[src/sv/wdce_pkg.sv]
package wdce_pkg;

	// Default size of the window in which chunk headers are searched.
	localparam int unsigned WDCE_HEADER_WINDOW = 1024;

	// Entries in the queue between the front and the back; a power of two.
	localparam int unsigned WDCE_QUEUE_DEPTH = 2;
	localparam int unsigned WDCE_QPTR_W = $clog2(WDCE_QUEUE_DEPTH);
	localparam int unsigned WDCE_QCNT_W = $clog2(WDCE_QUEUE_DEPTH + 1);

	localparam logic [31:0] DATA_ID = 32'h6174_6164;
	localparam logic [32:0] RIFF_SKIP = 33'd12;
	localparam logic [33:0] HDR_LEN = 34'd8;

	localparam logic [2:0] KIND_FRAME = 3'd0;
	localparam logic [2:0] KIND_FINISHED = 3'd1;
	localparam logic [2:0] KIND_NOT_FOUND = 3'd2;
	localparam logic [2:0] KIND_EXCEEDS = 3'd3;
	localparam logic [2:0] KIND_TRUNC = 3'd4;

	// One file byte after the front has classified it by its offset.
	typedef struct packed {
		logic [7:0]  file_byte;
		logic        end_of_file;
		logic [31:0] pos;
	} wdce_item_t;

	typedef enum logic [3:0] {
		PH_SCAN = 4'b0001,
		PH_LOW  = 4'b0010,
		PH_HIGH = 4'b0100,
		PH_DONE = 4'b1000
	} wdce_phase_t;

endpackage

[src/sv/wdce_intf.sv]
interface wdce_byte_if;
	logic       valid;
	logic       ready;
	logic [7:0] file_byte;
	logic       end_of_file;

	modport source(output valid, output file_byte, output end_of_file, input ready);
	modport sink(input valid, input file_byte, input end_of_file, output ready);
endinterface

interface wdce_result_if;
	logic               valid;
	logic               ready;
	logic [2:0]         kind;
	logic signed [15:0] left_sample;
	logic signed [15:0] right_sample;
	logic               final_res;

	modport source(output valid, output kind, output left_sample, output right_sample,
		output final_res, input ready);
	modport sink(input valid, input kind, input left_sample, input right_sample,
		input final_res, output ready);
endinterface

interface wdce_cfg_if;
	logic        valid;
	logic        ready;
	logic [31:0] file_size;

	modport source(output valid, output file_size, input ready);
	modport sink(input valid, input file_size, output ready);
endinterface

[src/sv/wdce_queue.sv]
module wdce_queue import wdce_pkg::*; (
	input  logic       clk,
	input  logic       arst_n,
	input  logic       push,
	input  wdce_item_t push_item,
	output logic       has_space,
	input  logic       pop,
	output logic       head_valid,
	output wdce_item_t head_item
);

	wdce_item_t                 entry_q [WDCE_QUEUE_DEPTH];
	logic [WDCE_QPTR_W-1:0]     wr_ptr_q;
	logic [WDCE_QPTR_W-1:0]     rd_ptr_q;
	logic [WDCE_QCNT_W-1:0]     count_q;

	assign has_space  = (count_q != WDCE_QCNT_W'(WDCE_QUEUE_DEPTH));
	assign head_valid = (count_q != '0);
	assign head_item  = entry_q[rd_ptr_q];

	always_ff @(posedge clk or negedge arst_n) begin
		if (!arst_n) begin
			wr_ptr_q <= '0;
			rd_ptr_q <= '0;
			count_q  <= '0;
		end else begin
			if (push) begin
				wr_ptr_q <= wr_ptr_q + 1'b1;
			end
			if (pop) begin
				rd_ptr_q <= rd_ptr_q + 1'b1;
			end
			if (push && !pop) begin
				count_q <= count_q + 1'b1;
			end else if (pop && !push) begin
				count_q <= count_q - 1'b1;
			end
		end
	end

	always_ff @(posedge clk) begin
		if (push) begin
			entry_q[wr_ptr_q] <= push_item;
		end
	end

endmodule

[src/sv/wdce_front.sv]
module wdce_front import wdce_pkg::*; (
	input  logic         clk,
	input  logic         arst_n,
	wdce_byte_if.sink    byte_stream,
	input  logic         has_space,
	output logic         push,
	output wdce_item_t   push_item
);

	// Offset of the next byte within the current file.
	logic [31:0] pos_q;

	assign byte_stream.ready = has_space;
	assign push = byte_stream.valid && has_space;

	assign push_item.file_byte   = byte_stream.file_byte;
	assign push_item.end_of_file = byte_stream.end_of_file;
	assign push_item.pos         = pos_q;

	always_ff @(posedge clk or negedge arst_n) begin
		if (!arst_n) begin
			pos_q <= '0;
		end else if (push) begin
			pos_q <= byte_stream.end_of_file ? 32'd0 : pos_q + 32'd1;
		end
	end

endmodule

[src/sv/wdce_back.sv]
module wdce_back import wdce_pkg::*; #(
	parameter int unsigned HEADER_WINDOW = WDCE_HEADER_WINDOW
) (
	input  logic          clk,
	input  logic          arst_n,
	input  logic [31:0]   file_size,
	input  logic          head_valid,
	input  wdce_item_t    head_item,
	output logic          pop,
	wdce_result_if.source result_stream
);

	localparam logic [31:0] WIN_MAX = 32'(HEADER_WINDOW);

	wdce_phase_t      phase_q, phase_d;
	logic [32:0]      nhp_q, nhp_d;
	logic [7:0][7:0]  hdr_q, hdr_d;
	logic [31:0]      rem_q, rem_d;
	logic [7:0]       low_q, low_d;

	logic             out_valid_q;
	logic [2:0]       kind_q;
	logic [15:0]      sample_q;
	logic             final_q;

	logic [31:0]      window;
	logic [33:0]      diff;
	logic             in_hdr;
	logic [2:0]       lane;
	logic [7:0]       b;
	logic [31:0]      id;
	logic [31:0]      len;
	logic [33:0]      start;
	logic [33:0]      skip_end;
	logic [33:0]      skip_reach;
	logic [31:0]      rem_dec;
	logic             cur_nofit;

	logic             have;
	logic [2:0]       kind;
	logic [15:0]      sample;
	logic             fin;

	assign b       = head_item.file_byte;
	assign window  = (file_size < WIN_MAX) ? file_size : WIN_MAX;
	assign cur_nofit = ({1'b0, nhp_q} + HDR_LEN) > {2'b00, window};
	assign diff    = {2'b00, head_item.pos} - {1'b0, nhp_q};
	assign in_hdr  = !diff[33] && (diff[32:3] == '0);
	assign lane    = diff[2:0];
	assign id      = {hdr_q[3], hdr_q[2], hdr_q[1], hdr_q[0]};
	assign len     = {hdr_q[7] | b, hdr_q[6], hdr_q[5], hdr_q[4]};
	assign start   = {1'b0, nhp_q} + HDR_LEN;
	assign skip_end = start + {2'b00, len} + {33'd0, len[0]};
	// Position just past the header that would follow the skipped chunk.
	assign skip_reach = {1'b0, nhp_q} + (HDR_LEN + HDR_LEN) + {2'b00, len} + {33'd0, len[0]};
	assign rem_dec = rem_q - 32'd1;

	assign pop = head_valid && (!out_valid_q || result_stream.ready);

	always_comb begin
		phase_d = phase_q;
		nhp_d   = nhp_q;
		hdr_d   = hdr_q;
		rem_d   = rem_q;
		low_d   = low_q;
		have    = 1'b0;
		kind    = KIND_FRAME;
		sample  = '0;
		fin     = 1'b0;
		unique case (phase_q)
			PH_SCAN: begin
				if (cur_nofit) begin
					have = 1'b1; kind = KIND_NOT_FOUND; fin = 1'b1; phase_d = PH_DONE;
				end else if (in_hdr) begin
					hdr_d[lane] = hdr_q[lane] | b;
					if (lane == 3'd7) begin
						hdr_d = '0;
						if (id == DATA_ID) begin
							if ((start + {2'b00, len}) > {2'b00, file_size}) begin
								have = 1'b1; kind = KIND_EXCEEDS; fin = 1'b1;
								phase_d = PH_DONE;
							end else if (len == '0) begin
								have = 1'b1; kind = KIND_FINISHED; fin = 1'b1;
								phase_d = PH_DONE;
							end else begin
								rem_d   = len;
								phase_d = PH_LOW;
							end
						end else begin
							nhp_d = skip_end[32:0];
							if (skip_reach > {2'b00, window}) begin
								have = 1'b1; kind = KIND_NOT_FOUND; fin = 1'b1;
								phase_d = PH_DONE;
							end
						end
					end
				end
			end
			PH_LOW: begin
				low_d   = b;
				rem_d   = rem_dec;
				phase_d = PH_HIGH;
				if (rem_dec == '0) begin
					have = 1'b1; kind = KIND_FINISHED; fin = 1'b1; phase_d = PH_DONE;
				end
			end
			PH_HIGH: begin
				sample  = {b, low_q};
				rem_d   = rem_dec;
				phase_d = PH_LOW;
				have    = 1'b1;
				kind    = KIND_FRAME;
				if (rem_dec == '0) begin
					fin = 1'b1; phase_d = PH_DONE;
				end
			end
			PH_DONE: begin
			end
			default: begin
			end
		endcase

		if (head_item.end_of_file) begin
			if (phase_d != PH_DONE) begin
				if (!(have && kind == KIND_FRAME)) begin
					sample = '0;
				end
				have = 1'b1;
				kind = KIND_TRUNC;
				fin  = 1'b1;
			end
			phase_d = PH_SCAN;
			nhp_d   = RIFF_SKIP;
			hdr_d   = '0;
			rem_d   = '0;
			low_d   = '0;
		end
	end

	always_ff @(posedge clk or negedge arst_n) begin
		if (!arst_n) begin
			phase_q     <= PH_SCAN;
			nhp_q       <= RIFF_SKIP;
			hdr_q       <= '0;
			rem_q       <= '0;
			low_q       <= '0;
			out_valid_q <= 1'b0;
		end else begin
			if (result_stream.ready) begin
				out_valid_q <= 1'b0;
			end
			if (pop) begin
				phase_q <= phase_d;
				nhp_q   <= nhp_d;
				hdr_q   <= hdr_d;
				rem_q   <= rem_d;
				low_q   <= low_d;
				if (have) begin
					out_valid_q <= 1'b1;
				end
			end
		end
	end

	always_ff @(posedge clk) begin
		if (pop && have) begin
			kind_q   <= kind;
			sample_q <= sample;
			final_q  <= fin;
		end
	end

	assign result_stream.valid        = out_valid_q;
	assign result_stream.kind         = kind_q;
	assign result_stream.left_sample  = sample_q;
	assign result_stream.right_sample = sample_q;
	assign result_stream.final_res    = final_q;

endmodule

[src/sv/wav_data_chunk_extractor_top.sv]
// Channel        Direction  Beat contents
// byte_stream    in         file_byte, end_of_file
// result_stream  out        kind, left_sample, right_sample, final_res
// cfg            in         file_size (taken on every valid, ready is always high)
//
// One file byte is taken per cycle, back to back, while the queue has space; each result beat
// is held in the output register once the parser takes its byte. The parser step (wide adds
// and compares on the chunk header position) sets this rate.
// Reset (arst_n low) rearms the parser and clears file_size to zero.
// A stalled result only holds the output register; the two-entry queue keeps byte_stream
// ready until it is full, so each side can stall on its own.
module wav_data_chunk_extractor_top import wdce_pkg::*; #(
	parameter int unsigned HEADER_WINDOW = WDCE_HEADER_WINDOW
) (
	input  logic           clk,
	input  logic           arst_n,
	wdce_byte_if.sink      byte_stream,
	wdce_result_if.source  result_stream,
	wdce_cfg_if.sink       cfg
);

	// The file size register. It sets both the header search window and the bound that
	// the data chunk must fit in; it is read live by the parser.
	logic [31:0] file_size_q;

	// Beats travel from the front (which stamps each byte with its file offset) through
	// the queue to the back, which runs the chunk walk and sample pairing.
	logic        push;
	wdce_item_t  push_item;
	logic        has_space;
	logic        pop;
	logic        head_valid;
	wdce_item_t  head_item;

	assign cfg.ready = 1'b1;

	always_ff @(posedge clk or negedge arst_n) begin
		if (!arst_n) begin
			file_size_q <= '0;
		end else if (cfg.valid) begin
			file_size_q <= cfg.file_size;
		end
	end

	wdce_front u_front (
		.clk         (clk),
		.arst_n      (arst_n),
		.byte_stream (byte_stream),
		.has_space   (has_space),
		.push        (push),
		.push_item   (push_item)
	);

	wdce_queue u_queue (
		.clk        (clk),
		.arst_n     (arst_n),
		.push       (push),
		.push_item  (push_item),
		.has_space  (has_space),
		.pop        (pop),
		.head_valid (head_valid),
		.head_item  (head_item)
	);

	// The back end consumes one queued byte per cycle whenever its output register is
	// free or being drained, whether or not that byte produces a result.
	wdce_back #(
		.HEADER_WINDOW (HEADER_WINDOW)
	) u_back (
		.clk           (clk),
		.arst_n        (arst_n),
		.file_size     (file_size_q),
		.head_valid    (head_valid),
		.head_item     (head_item),
		.pop           (pop),
		.result_stream (result_stream)
	);

endmodule
[src/flat_wrapper.sv]
// flat-port wrapper written by rule: the top's interface ports become plain ports
module wav_data_chunk_extractor_top_flat import wdce_pkg::*;
#(
	parameter int unsigned HEADER_WINDOW = WDCE_HEADER_WINDOW
)
  (clk, arst_n, byte_stream_valid, byte_stream_file_byte, byte_stream_end_of_file, byte_stream_ready, result_stream_valid, result_stream_kind, result_stream_left_sample, result_stream_right_sample, result_stream_final_res, result_stream_ready, cfg_valid, cfg_file_size, cfg_ready);
  wdce_byte_if byte_stream_i ();
  wdce_result_if result_stream_i ();
  wdce_cfg_if cfg_i ();
  input  logic clk;
  input  logic arst_n;
  input wire logic [$bits(byte_stream_i.valid)-1:0] byte_stream_valid;
  input wire logic [$bits(byte_stream_i.file_byte)-1:0] byte_stream_file_byte;
  input wire logic [$bits(byte_stream_i.end_of_file)-1:0] byte_stream_end_of_file;
  output wire logic [$bits(byte_stream_i.ready)-1:0] byte_stream_ready;
  output wire logic [$bits(result_stream_i.valid)-1:0] result_stream_valid;
  output wire logic [$bits(result_stream_i.kind)-1:0] result_stream_kind;
  output wire logic [$bits(result_stream_i.left_sample)-1:0] result_stream_left_sample;
  output wire logic [$bits(result_stream_i.right_sample)-1:0] result_stream_right_sample;
  output wire logic [$bits(result_stream_i.final_res)-1:0] result_stream_final_res;
  input wire logic [$bits(result_stream_i.ready)-1:0] result_stream_ready;
  input wire logic [$bits(cfg_i.valid)-1:0] cfg_valid;
  input wire logic [$bits(cfg_i.file_size)-1:0] cfg_file_size;
  output wire logic [$bits(cfg_i.ready)-1:0] cfg_ready;
  assign byte_stream_i.valid = byte_stream_valid;
  assign byte_stream_i.file_byte = byte_stream_file_byte;
  assign byte_stream_i.end_of_file = byte_stream_end_of_file;
  assign byte_stream_ready = byte_stream_i.ready;
  assign result_stream_valid = result_stream_i.valid;
  assign result_stream_kind = result_stream_i.kind;
  assign result_stream_left_sample = result_stream_i.left_sample;
  assign result_stream_right_sample = result_stream_i.right_sample;
  assign result_stream_final_res = result_stream_i.final_res;
  assign result_stream_i.ready = result_stream_ready;
  assign cfg_i.valid = cfg_valid;
  assign cfg_i.file_size = cfg_file_size;
  assign cfg_ready = cfg_i.ready;
  wav_data_chunk_extractor_top #(.HEADER_WINDOW(HEADER_WINDOW)) u_core (.clk(clk), .arst_n(arst_n), .byte_stream(byte_stream_i), .result_stream(result_stream_i), .cfg(cfg_i));
endmodule
[config.mk]
export PLATFORM = sky130hd
export DESIGN_NAME = wav_data_chunk_extractor_top_flat
export DESIGN_NICKNAME = d
export VERILOG_FILES = /design/src/sv/wdce_pkg.sv /design/src/sv/wdce_intf.sv /design/src/sv/wdce_queue.sv /design/src/sv/wdce_front.sv /design/src/sv/wdce_back.sv /design/src/sv/wav_data_chunk_extractor_top.sv /design/src/flat_wrapper.sv
export SDC_FILE = /design/constraint.sdc
export NUM_CORES = 1
export LEC_CHECK = 0
export BUFFER_PORTS_ARGS = -buffer_cell sky130_fd_sc_hd__buf_4
export CAP_MARGIN = 20
export CORE_AREA = 4 4 220 179
export DETAILED_ROUTE_END_ITERATION = 8
export DIE_AREA = 0 0 224 183
export GPL_TIMING_DRIVEN = 0
export PLACE_DENSITY = 0.92
export SYNTH_ARGS = -nofsm -noshare
export SYNTH_HDL_FRONTEND = slang
export SYNTH_SLANG_ARGS = --single-unit
[constraint.sdc]
create_clock -name clk -period 19.8 [get_ports clk]
set_clock_uncertainty 0.2 [all_clocks]
set_input_delay 3.96 -clock clk [delete_from_list [all_inputs] [get_ports clk]]
set_output_delay 3.96 -clock clk [all_outputs]
set_load 0.1 [all_outputs]
==> reports/results.ini <==
[logic_synthesis]
yosysTopAreaCell=dfrtp_1
synth_common_cells=nand2_1 (269), ha_1 (228), dfrtp_1 (207)
synth_edf_count=102
yosysMostFrequentCell=nand2_1
ys_seq_area_share_pct=34.7
async_flop_share_pct=67.3
syn_area_um2=24000
synth_top_area_share_pct=21.6
synth-main-ff-cell=dfrtp_1
synth_area_leaders=dfrtp_1 (22%), edfxtp_1 (13%), ha_1 (12%)
yosys_warnings=0
ys_types=89
ys_ff_latch=312
synthCells=2680
syn_area_per_cell_um2=8.94

[worst_setup_path]
r2r_slack_ns=10.49
endpoint_kind=flop
cp_common_cell=nand2_1
cp.required_ns=20.06
worstReg2RegStart=u_core.u_back.nhp_q[3]$_DFFE_PN1P_
critPathArrivalTime_ns=9.57
reg2regPathDepth=31
crit_path_start=u_core.u_back.nhp_q[3]$_DFFE_PN1P_
cp_slowest_cell=a2111oi_0
r2r-end=u_core.u_back.rem_q[15]$_DFFE_PN0P_
cp_max_fo=10
critical_path.top_delay_family=compound AO/OA/AOI/OAI gates
cp_slowest_stage_delay_ns=0.62
startpoint_type=flop
critPathBufInv=5
worst-setup-path-type=reg -> reg

[placement]
place_congestion=1.04
numPlacedInstances=3299
io_buffers=82
placedInstanceArea_um2=25500
place_hpwl_um=62400

[cells_and_area]
final_area_um2=26700
syn2layout_area_growth_pct=11.3
diodes=0
instances_no_fill=3360
drive_gt1_share_pct=9.19
final_util_pct=72.1
num-nets-final=3127

[timing]
fin_crit_ns=9.31
maxSlewViolCount=0
tns_ns=0
max_freq_mhz=107
fin_crit_sh_pct=47.0
setup_violations=0
hold_viol=0
tightest_slew_ns=1.16
slew_headroom_pct=21.6
rsz0062_at_grt=no

[routing]
via_per_inst=6.88
final_antenna_net_count=0
wirelength_um=83400
firstDrtPassIters=8
vias=23100
drc=1
first_iter_violations=3104
wire_per_inst_um=24.8

[clock_network]
clock_sinks=312
cts.path.max_buffers=3
insertion_delay_ns=0.56
cts.htree.levels=2
clk_pin_slew_ns=0.06
root_buffer=clkbuf_16
post_cts_buffers=0
cts_hold_buf=0
ctsResizeCount=0
cts_buffers=34
cts_tree=built

[min_path]
hold_path_end=u_core.u_back.low_q[4]$_DFFE_PN0P_
min_path_cells=2
hp-class=reg -> reg
min_from=u_core.u_back.low_q[4]$_DFFE_PN0P_

[floorplanning]
core_area_um2=37000
ios=85
dieWidth_um=224
die_y_um=183
die-area_um2=41000
core.rowCount=63
floorplan.initialDensity_pct=64.8

[power]
cellLeakagePower_nw=11.7
p_per_area_nw_per_um2=191
p_total_mw=5.08
irDropWorstVdd_mv=0.140

[grt]
first_global_vias=22400
grt_usage_pct=39.7
grt_use_met2_pct=58.9
grt_use_met1_pct=55.1
gr-total-overflow=0
grt_max_degree=109
antenna_found_initial=3
grt_pass1_wl_um=128000
globalRouteMet3Util_pct=11.6
gr-max-usage-layer=met2

[run]
maxCapViolations=0

[status]
outcome=complete, but fails checks
violations=design-rule violations

power by group:
group / switching, mW / total (mW) / internal, mW
logic: 2.20 / 3.33 / 1.13
clock network: 0.286 / 0.674 / 0.388
registers: 0.238 / 1.08 / 0.839
total: 2.72 / 5.08 / 2.36
placed cells by master, fill, tap and decap left out, types with 58 or more instances in the layout:
master and instances:
o21ai_0 157, nand4_1 64, clkbuf_1 91, nand2_1 269, nand3_1 87, nor2_1 178, dfrtp_1 207, a21oi_1 203
buf_4 99, xnor2_1 96, edfxtp_1 102, ha_1 228, nor3_1 58, inv_1 151
worst min-delay path: cells and delay by family (launching register included):
kind	cells	cell delay [ns]
AOI/OAI and AO/OA	1	0.06
DFF	1	0.34
and+or+nand+nor	1	0.05
per-layer routing:
layer  vias up  part of all wire [%]
li1      10200                     -
met1     11000                    39
met2      1594                    42
met3       326                    14
met4         4                   4.9
met5         -                 0.026
registers in the layout, summed over array words and instances, names as in the netlist, 2 cells and up:
signal	flops
u_core.u_queue.entry_q	82
u_core.u_front.pos_q	32
u_core.u_back.result_stream.kind	3
u_core.u_back.phase_q	4
u_core.u_back.rem_q	32
u_core.u_back.nhp_q	33
u_core.file_size_q	32
u_core.u_queue.count_q	2
u_core.u_back.low_q	8
u_core.u_back.result_stream.left_sample	16
u_core.u_back.hdr_q	64
per-stage QoR:
stage | setup WS (ns) | hold WS [ns]
3_5_place_dp | 10.84 | 0.268
2_1_floorplan | 12.71 | 0.242
4_1_cts | 10.78 | 0.280
3_3_place_gp | 10.03 | 0.254
5_1_grt | 9.99 | 0.305
6_report | 10.49 | 0.278
layout make-up:
class | count | area [um^2]
Clock inverter | 14 | 195
Inverter | 152 | 571
Tap cell | 487 | 609
Multi-Input combinational cell | 2142 | 14700
Fill cell | 2733 | 10300
Clock buffer | 47 | 971
Buffer | 116 | 529
Timing Repair Buffer | 90 | 753
Sequential cell | 312 | 8320
worst max-delay path by stage:
stage,end,slack (ns),cells after the start
finish,u_core.u_back.rem_q[15]$_DFFE_PN0P_,10.49,31
global route,u_core.u_back.rem_q[22]$_DFFE_PN0P_,9.99,31
CTS,u_core.u_back.rem_q[13]$_DFFE_PN0P_,10.78,31
detailed placement,u_core.u_back.rem_q[23]$_DFFE_PN0P_,10.84,31
global placement,u_core.u_back.result_stream.left_sample[14]$_DFFE_PP_,10.03,24
floorplan,u_core.u_back.result_stream.valid$_DFF_PN0_,12.71,26
cell families after synthesis:
family	Yosys count	share of synthesized area, %
AOI/OAI and AO/OA	672	18.1
xor gates and xnor gates	153	5.59
adders and majority gates	234	12.4
buffers and inverters	268	4.59
DFF	312	34.7
muxes	105	5.02
other	1	0.0156
and+or+nand+nor	935	19.6
Power figures use the tool's default switching activity.
